**src/rtl/ddid_pkg.sv**
```systemverilog
// Shared constants, stage types and the month table for the date difference block.
package ddid_pkg;

    localparam int DAY_W    = 5;
    localparam int MON_W    = 4;
    localparam int YEAR_W   = 14;
    localparam int COUNT_W  = 22;
    localparam int SERIAL_W = 23;
    localparam int LEAPS_W  = 13;

    localparam logic [MON_W-1:0] MON_FIRST = 4'd1;
    localparam logic [MON_W-1:0] MON_FEB   = 4'd2;
    localparam logic [MON_W-1:0] MON_LAST  = 4'd12;

    localparam logic [SERIAL_W-1:0] DAYS_PER_YEAR = 23'd365;
    localparam logic [COUNT_W-1:0]  COUNT_MAX     = 22'd4194303;

    // Floor division of a small value by 25 is a multiply by 5243 and a shift by 17.
    // The excess of 3 in 25 * 5243 stays below one step for inputs under 43690.
    localparam logic [12:0] RECIP_25    = 13'd5243;
    localparam int          RECIP_SHIFT = 17;

    typedef struct packed {
        logic [DAY_W-1:0]    day;
        logic [MON_W-1:0]    mon;
        logic [YEAR_W-1:0]   yr;
        logic [12:0]         q4;    // ceil(y / 4)
        logic [12:0]         a100;  // floor((y + 99) / 4)
        logic [10:0]         a400;  // floor((y + 399) / 16)
        logic [SERIAL_W-1:0] y365;
    } s1_t;

    typedef struct packed {
        logic [DAY_W-1:0]    day;
        logic [MON_W-1:0]    mon;
        logic [YEAR_W-1:0]   yr;
        logic [12:0]         q4;
        logic [25:0]         p100;
        logic [23:0]         p400;
        logic [SERIAL_W-1:0] y365;
    } s2_t;

    typedef struct packed {
        logic [DAY_W-1:0]    day;
        logic [MON_W-1:0]    mon;
        logic [LEAPS_W-1:0]  leaps;
        logic                leap;
        logic [SERIAL_W-1:0] y365;
    } s3_t;

    // Days in the year before the first of the month, for a common year.
    function automatic logic [8:0] days_before(input logic [MON_W-1:0] mon);
        logic [8:0] d;
        case (mon)
            4'd1:    d = 9'd0;
            4'd2:    d = 9'd31;
            4'd3:    d = 9'd59;
            4'd4:    d = 9'd90;
            4'd5:    d = 9'd120;
            4'd6:    d = 9'd151;
            4'd7:    d = 9'd181;
            4'd8:    d = 9'd212;
            4'd9:    d = 9'd243;
            4'd10:   d = 9'd273;
            4'd11:   d = 9'd304;
            default: d = 9'd334;
        endcase
        return d;
    endfunction

endpackage

```
**src/rtl/date_difference_in_days.sv**
```systemverilog
// Top level of the date difference block: a five-stage pipeline from two dates to a day count.
//
// A query word (start date, end date, include_end) is taken at a rising edge with start
// high and busy low. busy is held low: the pipeline takes a new word on every clock.
// Both dates run side by side through five register stages: month clamp and year offsets,
// the reciprocal multiplies for the century terms, the leap count and leap-year test, the
// serial day number, and finally the difference with include_end and saturation.
// The result appears on day_count with done high for exactly one cycle; both are registered
// in the last stage, and results leave in the order the words came in.
// Sustained rate is one word per clock; the depth of five is set by the multiply stage and
// the wide serial adds on each side of it.
// The receiver cannot hold a result off, so the pipeline never stalls and needs no skid
// storage. Reset clears the valid bits of all stages; words in flight are dropped and done
// stays low until a new word has passed through.
module date_difference_in_days (
    input  logic                          clk,
    input  logic                          rst_n,
    input  logic                          start,
    output logic                          busy,
    input  logic [ddid_pkg::DAY_W-1:0]    start_day,
    input  logic [ddid_pkg::MON_W-1:0]    start_month,
    input  logic [ddid_pkg::YEAR_W-1:0]   start_year,
    input  logic [ddid_pkg::DAY_W-1:0]    end_day,
    input  logic [ddid_pkg::MON_W-1:0]    end_month,
    input  logic [ddid_pkg::YEAR_W-1:0]   end_year,
    input  logic                          include_end,
    output logic                          done,
    output logic [ddid_pkg::COUNT_W-1:0]  day_count
);
    import ddid_pkg::*;

    logic [DAY_W-1:0]    in_day  [2];
    logic [MON_W-1:0]    in_mon  [2];
    logic [YEAR_W-1:0]   in_yr   [2];

    s1_t s1_next [2];
    s1_t s1_reg  [2];
    s2_t s2_next [2];
    s2_t s2_reg  [2];
    s3_t s3_next [2];
    s3_t s3_reg  [2];
    logic [SERIAL_W-1:0] s4_next [2];
    logic [SERIAL_W-1:0] s4_reg  [2];

    logic [3:0] inc_reg;
    logic [3:0] valid_reg;

    logic [SERIAL_W:0]    diff;
    logic [COUNT_W-1:0]   count_next;
    logic [COUNT_W-1:0]   count_reg;
    logic                 done_reg;

    assign busy = 1'b0;

    assign in_day[0] = start_day;
    assign in_mon[0] = start_month;
    assign in_yr[0]  = start_year;
    assign in_day[1] = end_day;
    assign in_mon[1] = end_month;
    assign in_yr[1]  = end_year;

    always_comb
    begin
        for (int g = 0; g < 2; g++)
        begin
            logic [14:0] y3;
            logic [14:0] y99;
            logic [14:0] y399;
            logic [8:0]  c100;
            logic [6:0]  c400;
            logic        div4;
            logic        div100;
            logic        div400;

            // Stage 1: clamp the month, form the offsets for the three ceilings and multiply the year by 365.
            s1_next[g].day = in_day[g];
            if (in_mon[g] < MON_FIRST)
            begin
                s1_next[g].mon = MON_FIRST;
            end
            else if (in_mon[g] > MON_LAST)
            begin
                s1_next[g].mon = MON_LAST;
            end
            else
            begin
                s1_next[g].mon = in_mon[g];
            end
            s1_next[g].yr   = in_yr[g];
            y3              = 15'(in_yr[g]) + 15'd3;
            y99             = 15'(in_yr[g]) + 15'd99;
            y399            = 15'(in_yr[g]) + 15'd399;
            s1_next[g].q4   = y3[14:2];
            s1_next[g].a100 = y99[14:2];
            s1_next[g].a400 = y399[14:4];
            s1_next[g].y365 = SERIAL_W'(in_yr[g]) * DAYS_PER_YEAR;

            // Stage 2: divide by 25 through the reciprocal.
            s2_next[g].day  = s1_reg[g].day;
            s2_next[g].mon  = s1_reg[g].mon;
            s2_next[g].yr   = s1_reg[g].yr;
            s2_next[g].q4   = s1_reg[g].q4;
            s2_next[g].y365 = s1_reg[g].y365;
            s2_next[g].p100 = 26'(s1_reg[g].a100) * 26'(RECIP_25);
            s2_next[g].p400 = 24'(s1_reg[g].a400) * 24'(RECIP_25);

            // Stage 3: leap years before this one, and whether this one is a leap year.
            // A ceiling that times its divisor gives back the year means the year divides.
            c100   = s2_reg[g].p100[RECIP_SHIFT +: 9];
            c400   = s2_reg[g].p400[RECIP_SHIFT +: 7];
            div4   = (s2_reg[g].yr[1:0] == 2'b00);
            div100 = ((16'(c100) * 16'd100) == 16'(s2_reg[g].yr));
            div400 = ((16'(c400) * 16'd400) == 16'(s2_reg[g].yr));
            s3_next[g].day   = s2_reg[g].day;
            s3_next[g].mon   = s2_reg[g].mon;
            s3_next[g].y365  = s2_reg[g].y365;
            s3_next[g].leaps = s2_reg[g].q4 - LEAPS_W'(c100) + LEAPS_W'(c400);
            s3_next[g].leap  = (div4 && !div100) || div400;

            // Stage 4: serial day number from the start of year zero.
            s4_next[g] = s3_reg[g].y365
                       + SERIAL_W'(s3_reg[g].leaps)
                       + SERIAL_W'(days_before(s3_reg[g].mon))
                       + SERIAL_W'((s3_reg[g].mon > MON_FEB) && s3_reg[g].leap)
                       + SERIAL_W'(s3_reg[g].day);
        end
    end

    // Stage 5: the difference, clipped at zero, plus include_end, saturated to the field.
    always_comb
    begin
        if (s4_reg[1] > s4_reg[0])
        begin
            diff = {1'b0, s4_reg[1] - s4_reg[0]} + (SERIAL_W+1)'(inc_reg[3]);
        end
        else
        begin
            diff = (SERIAL_W+1)'(inc_reg[3]);
        end
        if (diff > (SERIAL_W+1)'(COUNT_MAX))
        begin
            count_next = COUNT_MAX;
        end
        else
        begin
            count_next = diff[COUNT_W-1:0];
        end
    end

    always_ff @(posedge clk or negedge rst_n)
    begin
        if (!rst_n)
        begin
            valid_reg <= '0;
            done_reg  <= 1'b0;
        end
        else
        begin
            valid_reg <= {valid_reg[2:0], start && !busy};
            done_reg  <= valid_reg[3];
        end
    end

    always_ff @(posedge clk)
    begin
        for (int g = 0; g < 2; g++)
        begin
            s1_reg[g] <= s1_next[g];
            s2_reg[g] <= s2_next[g];
            s3_reg[g] <= s3_next[g];
            s4_reg[g] <= s4_next[g];
        end
        inc_reg   <= {inc_reg[2:0], include_end};
        count_reg <= count_next;
    end

    assign done      = done_reg;
    assign day_count = count_reg;

endmodule

```
**config.mk**
```make
export PLATFORM = sky130hd
export DESIGN_NAME = date_difference_in_days
export DESIGN_NICKNAME = d
export VERILOG_FILES = /design/src/rtl/ddid_pkg.sv /design/src/rtl/date_difference_in_days.sv
export SDC_FILE = /design/constraint.sdc
export NUM_CORES = 2
export LEC_CHECK = 0
export BUFFER_PORTS_ARGS = -buffer_cell sky130_fd_sc_hd__buf_4
export CAP_MARGIN = 20
export CORE_ASPECT_RATIO = 0.75
export CORE_MARGIN = 3
export CORE_UTILIZATION = 30
export DETAILED_ROUTE_END_ITERATION = 8
export HOLD_SLACK_MARGIN = 0.06
export SYNTH_ARGS = -nofsm -noshare
export SYNTH_HDL_FRONTEND = slang
export SYNTH_SLANG_ARGS = --single-unit
```
**constraint.sdc**
```tcl
create_clock -name clk -period 10.5 [get_ports clk]
set_input_delay 2.1 -clock clk [delete_from_list [all_inputs] [get_ports clk]]
set_output_delay 2.1 -clock clk [all_outputs]
set_load 0.02 [all_outputs]
```
# Yosys cells after proc, flatten, opt, wreduce, memory -nomap -nowiden
# Memories as Yosys holds them, arrays and structs flattened.
# Index checks and enable logic that the tools add are counted.
# totals
regBits	31
ramBits	522
romBits	288
input_bits	50
out_inout_bits	24
wordCells	67
mem_count	6
# mem_list
memory	depth	width	read_ports	rd_ports_with_merged_regs	write_ports	line_no	text
s2_reg	2	109	2	0	2	date_difference_in_days.sv:39	s2_t s2_reg [2];
s1_reg	2	83	2	0	2	date_difference_in_days.sv:37	s1_t s1_reg [2];
(name not given)	16	9	1	0	0	ddid_pkg.sv:54	case (mon)
(name not given)	16	9	1	0	0	ddid_pkg.sv:54	
s3_reg	2	46	2	0	2	date_difference_in_days.sv:41	s3_t s3_reg [2];
s4_reg	2	23	2	0	2	date_difference_in_days.sv:43	logic [SERIAL_W-1:0] s4_reg [2];
# classes
n_addsub	20
mul	10
n_lt_le_gt_ge	8
n_eq_ne	4
mux	5
n_reduce_logical	10
# ops
operator	count
equality test 16 x 14 -> 1 bit	4
multiplier 13 x 13 -> 26 bit, second input constant	2
multiplier 11 x 13 -> 24 bit, second input constant	2
adder 23 x 1 -> 23 bit	2
adder 23 x 13 -> 23 bit	2
adder 23 x 5 -> 23 bit	2
adder 23 x 9 -> 23 bit	2
multiplier 14 x 9 -> 23 bit, second input constant	2
adder 14 x 2 -> 15 bit, second input constant	2
adder 14 x 7 -> 15 bit, second input constant	2
adder 14 x 9 -> 15 bit, second input constant	2
multiplier 9 x 5 -> 14 bit, second input constant	2
adder 13 x 7 -> 13 bit	2
subtractor 13 x 9 -> 13 bit	2
adder 23 x 1 -> 24 bit	1
greater-than comparator 24 x 22 -> 1 bit, second input constant	1
multiplier 7 x 5 -> 12 bit, second input constant	2
2-to-1 mux 24 bit	1
greater-than comparator 23 bit	1
subtractor 23 bit	1
2-to-1 mux 4 bit	4
greater-than comparator 4 x 2 -> 1 bit, second input constant	2
greater-than comparator 4 bit, second input constant	2
< comparator 4 x 1 -> 1 bit, second input constant	2
4 further kinds	10

# Depth between registers and ports, before layout
# An unclocked memory read counts as a cell.
# logic_depth
depth_word	6
mapped_depth	22
ltp_nobuf	22

# Worst setup path before layout
# Ideal clock, no wire load.
# synth_path
path_kind	in2reg
from	in end_year[5] (netlist name)
to	mem s1_reg[0][104] (netlist name)
setup_ns	0.161
t_arrival_ns	6.087
t_required_ns	10.339
path_slack_ns	4.252
cell_stages	16
n_path_buf	0
path_cell_list	ha_1 > fa_1 > inv_1 > fa_1 > fa_1 > inv_1 > ha_1 > nor2b_1 > o21ai_0 > a21boi_0 > o21ai_0 > a21boi_0 > o21ai_0 > a21oi_1 > o41ai_1 > o311ai_0
# synth_lines
element	line_no	text
start: declaration	date_difference_in_days.sv:25	input logic [ddid_pkg::YEAR_W-1:0] end_year,
end: declaration	date_difference_in_days.sv:37	

==> tab_implementation.tex <==
\begin{tabular}{lr}
\hline
Metric & Value \\
\hline
\multicolumn{2}{l}{\textbf{Cells and area}} \\
\quad Syn-to-layout area delta & 11.7\% \\
\quad Area of the multi-input gates & 0.0226 mm\^{}2 \\
\quad NumNets Final & 4,652 \\
\quad Non-filler instance count after layout & 5,177 \\
\quad Flip-flop and latch area & 0.00945 mm\^{}2 \\
\quad Finished Core Util & 33.9\% \\
\quad Share of cells above drive strength 1 & 5.61\% \\
\quad Number of flip-flops in the largest register & 156 \\
\quad Filler Cells Inserted & 11,728 \\
\multicolumn{2}{l}{\textbf{Floorplan}} \\
\quad Die Area & 0.122 mm\^{}2 \\
\quad Total core area & 0.116 mm\^{}2 \\
\quad Die height & 303 um \\
\quad Effective utilization at floorplan & 30.4\% \\
\quad I/O pin count & 74 \\
\quad Width of the die & 402 um \\
\quad Placement Rows & 108 \\
\multicolumn{2}{l}{\textbf{Run status}} \\
\quad Outcome & finished clean \\
\multicolumn{2}{l}{\textbf{Placement}} \\
\quad Number of buffers added on ports & 72 \\
\quad \# placed instances & 5,080 \\
\quad Placed wire-length estimate after detailed placement & 61,800 um \\
\quad Placer congestion estimate & 0.862 \\
\multicolumn{2}{l}{\textbf{Yosys}} \\
\quad Complex-gate fraction of the synthesized area & 7.35\% \\
\quad Sequential cell area fraction in the yosys report & 26.8\% \\
\quad Cell area after synthesis & 0.0353 mm\^{}2 \\
\quad Flops \& latches, synth & 471 \\
\quad Largest family of logic cells by synthesized area & adder cells \\
\quad Warning count from the yosys run & 0 \\
\quad Share of Yosys cell area claimed by the top area cell type & 26.4\% \\
\quad Ranking of synthesized cells by instance count & sky130\_fd\_sc\_hd\_\_inv\_1 (842), sky130\_fd\_sc\_hd\_\_ha\_1 (666), sky130\_fd\_sc\_hd\_\_dfxtp\_1 (466), sky130\_fd\_sc\_hd\_\_fa\_1 (341), sky130\_fd\_sc\_hd\_\_xnor2\_1 (185) \\
\quad Post-synthesis share of cell area spent on xor and xnor gates & 6.62\% \\
\quad Adder and majority cell fraction of the synthesized area & 42.9\% \\
\quad Share of synthesized area spent on multiplexers & 0.184\% \\
\quad Syn Nets & 4,557 \\
\quad Post-synth EDFFs & 0 \\
\quad Post-synth top area cell & sky130\_fd\_sc\_hd\_\_dfxtp\_1 \\
\quad Post-synthesis cell count & 3,500 \\
\quad Most used DFF post-synth & sky130\_fd\_sc\_hd\_\_dfxtp\_1 \\
\quad Fraction of registers with async set/reset & 1.06\% \\
\quad Unique masters post-synth & 75 \\
\quad Simple-gate share of the synthesized area & 6.75\% \\
\quad Most frequently used cell type in the post-synthesis netlist & sky130\_fd\_sc\_hd\_\_inv\_1 \\
\quad Synthesized area divided by synthesized cell count & 10.1 um\^{}2 \\
\quad Ranking of synthesized cells by area & sky130\_fd\_sc\_hd\_\_dfxtp\_1 (26\%), sky130\_fd\_sc\_hd\_\_ha\_1 (24\%), sky130\_fd\_sc\_hd\_\_fa\_1 (19\%) \\
\multicolumn{2}{l}{\textbf{Routing}} \\
\quad Count of unresolved DRC violations after routing & 0 \\
\quad Average routed wire per standard cell & 14.0 um \\
\quad Final Routed Wirelength & 72,600 um \\
\quad Iter 0 DRT Violations & 1,089 \\
\quad Via count normalized by instance count & 4.31 \\
\quad Number of optimization iterations in the first detailed-route pass & 5 \\
\quad Remaining antenna violation count after routing & 0 \\
\quad Overall via count from detail\_route & 22,291 \\
\multicolumn{2}{l}{\textbf{Critical path}} \\
\quad Worst setup path class & in -> reg \\
\quad Capturing element type of the critical path & flip-flop \\
\quad Maximum fanout count along the critical path & 10 \\
\quad Crit path required time & 10,910 ps \\
\quad Worst Path Arrival & 6960 ps \\
\quad Crit path launch type & input pin \\
\multicolumn{2}{l}{\textbf{STA}} \\
\quad Slew Limit Fails & 0 \\
\quad Final worst clock skew & 19.8 ps \\
\quad Achievable frequency & 153 MHz \\
\quad Headroom to the max-slew limit & 31.4\% \\
\quad Total count of hold-check failures in the final report & 0 \\
\quad Post-layout minimum cycle time & 6550 ps \\
\quad Final setup TNS & 0 ps \\
\quad RSZ-0062 raised after global routing & no \\
\quad Transition at the pin with the smallest max-transition slack & 1020 ps \\
\quad Final cycle utilization of the critical path & 62.4\% \\
\quad Setup violators final & 0 \\
\multicolumn{2}{l}{\textbf{Global routing}} \\
\quad Number of global-route vias before repair & 22,478 \\
\quad Total congestion overflow & 0 \\
\quad Largest net degree at the start of global routing & 24 \\
\quad Global-route total usage across every layer & 12.2\% \\
\quad Initial antenna violation count & 1 \\
\quad Wire length of the first global-routing pass & 119,000 um \\
\multicolumn{2}{l}{\textbf{Clock tree}} \\
\quad Max clock buf depth & 3 \\
\quad Insertion delay to the later sink of the worst-skew pair & 600 ps \\
\quad Number of sinks on the clock net & 471 \\
\quad Clock edge transition at the registers on the reported setup and hold paths & 60 ps \\
\quad Resized Gates After CTS & 0 \\
\quad H-tree levels & 2 \\
\quad Number of buffers inserted during clock tree synthesis & 53 \\
\quad Post-CTS setup buffer count & 0 \\
\quad Clock tree from TritonCTS & yes \\
\quad Number of buffers added to fix hold violations after cts & 0 \\
\quad CTS root buf & sky130\_fd\_sc\_hd\_\_clkbuf\_16 \\
\multicolumn{2}{l}{\textbf{Hold path}} \\
\quad Min-Delay Path Class & reg -> reg \\
\multicolumn{2}{l}{\textbf{Flow run}} \\
\quad Max-Cap Viols & 0 \\
\hline
\end{tabular}
layout by cell type (no fill, tap or decap), types with 42 or more instances in the layout:
cell type | netlist | final
sky130_fd_sc_hd__nor3_1 | 42 | 42
sky130_fd_sc_hd__xor2_1 | 80 | 80
sky130_fd_sc_hd__ha_1 | 666 | 666
sky130_fd_sc_hd__nor2_1 | 125 | 125
sky130_fd_sc_hd__nand2_1 | 115 | 115
sky130_fd_sc_hd__clkbuf_16 | 0 | 54
sky130_fd_sc_hd__buf_4 | 2 | 73
sky130_fd_sc_hd__a21oi_1 | 86 | 86
sky130_fd_sc_hd__inv_1 | 842 | 842
sky130_fd_sc_hd__dfxtp_1 | 466 | 466
sky130_fd_sc_hd__xnor2_1 | 185 | 185
sky130_fd_sc_hd__fa_1 | 341 | 341
sky130_fd_sc_hd__a21o_1 | 58 | 58
sky130_fd_sc_hd__o21ai_0 | 89 | 89
metal layers:
metal / wire length [um] / up-vias / part of all wire, % / GRT usage, %
met5: 0 / - / 0 / 0
met4: 1430 / 0 / 2.0 / 2.83
met3: 3020 / 73 / 4.2 / 1.71
met2: 29000 / 336 / 40 / 17.8
met1: 39200 / 10550 / 54 / 18.8
li1: - / 11332 / - / -
worst max-delay path: stages:
cell                       delay (ps)
sky130_fd_sc_hd__buf_4            150
sky130_fd_sc_hd__ha_1             380
sky130_fd_sc_hd__fa_1             530
sky130_fd_sc_hd__inv_1             50
sky130_fd_sc_hd__fa_1             460
sky130_fd_sc_hd__fa_1             540
sky130_fd_sc_hd__inv_1             40
sky130_fd_sc_hd__ha_1             320
sky130_fd_sc_hd__nor2b_1          140
sky130_fd_sc_hd__o21ai_0          200
sky130_fd_sc_hd__a21boi_0         160
sky130_fd_sc_hd__o21ai_0          230
sky130_fd_sc_hd__a21boi_0         160
sky130_fd_sc_hd__o21ai_0          240
sky130_fd_sc_hd__a21oi_1          130
sky130_fd_sc_hd__o41ai_1          830
sky130_fd_sc_hd__o311ai_0         300
through the flow:
stage / setup WS (ps) / hold slack, ps / cell area (um^2)
floorplan: 4250 / 310 / 35300
global placement: 3540 / 310 / 37600
detailed placement: 3460 / 312 / 37600
CTS: 4090 / 310 / 39400
global route: 3760 / 312 / 39400
finish: 3950 / 311 / 39400
path summary, 6_finish.rpt:
kind | from | to | slack [ps] | depth (start not counted)
max in group asynchronous | rst_n | done | 9110 | 1
worst min-delay path | s1_reg[0][149] | s2_reg[0][201] | 310 | 0
worst min register to register | s1_reg[0][149] | s2_reg[0][201] | 310 | 0
min in group asynchronous | rst_n | valid_reg[0] | 1290 | 1
worst max-delay path | end_year[5] | s1_reg[0][104] | 3950 | 17
worst max register to register | s1_reg[0][125] | s2_reg[0][180] | 4440 | 20
cell families after synthesis:
group | count (synthesis)
AO/OA/AOI/OAI | 392
XOR/XNOR | 266
adder cells (fa/ha/maj) | 1007
buffers and inverters | 875
flip-flops | 471
multiplexers | 6
other | 1
AND/OR/NAND/NOR | 482
layout make-up:
class / count / area share (%)
tap: 1540 / 4.88
clock buffer: 65 / 3.61
multi-input combinational: 2154 / 57.2
inverter: 842 / 8.01
timing repair buffer: 73 / 1.39
sequential: 471 / 24.0
clock inverter: 31 / 0.945
antenna: 1 / 0.00634
Power is not shown: default switching activity piles up to over one toggle a cycle in this logic, so the estimate is an artifact.
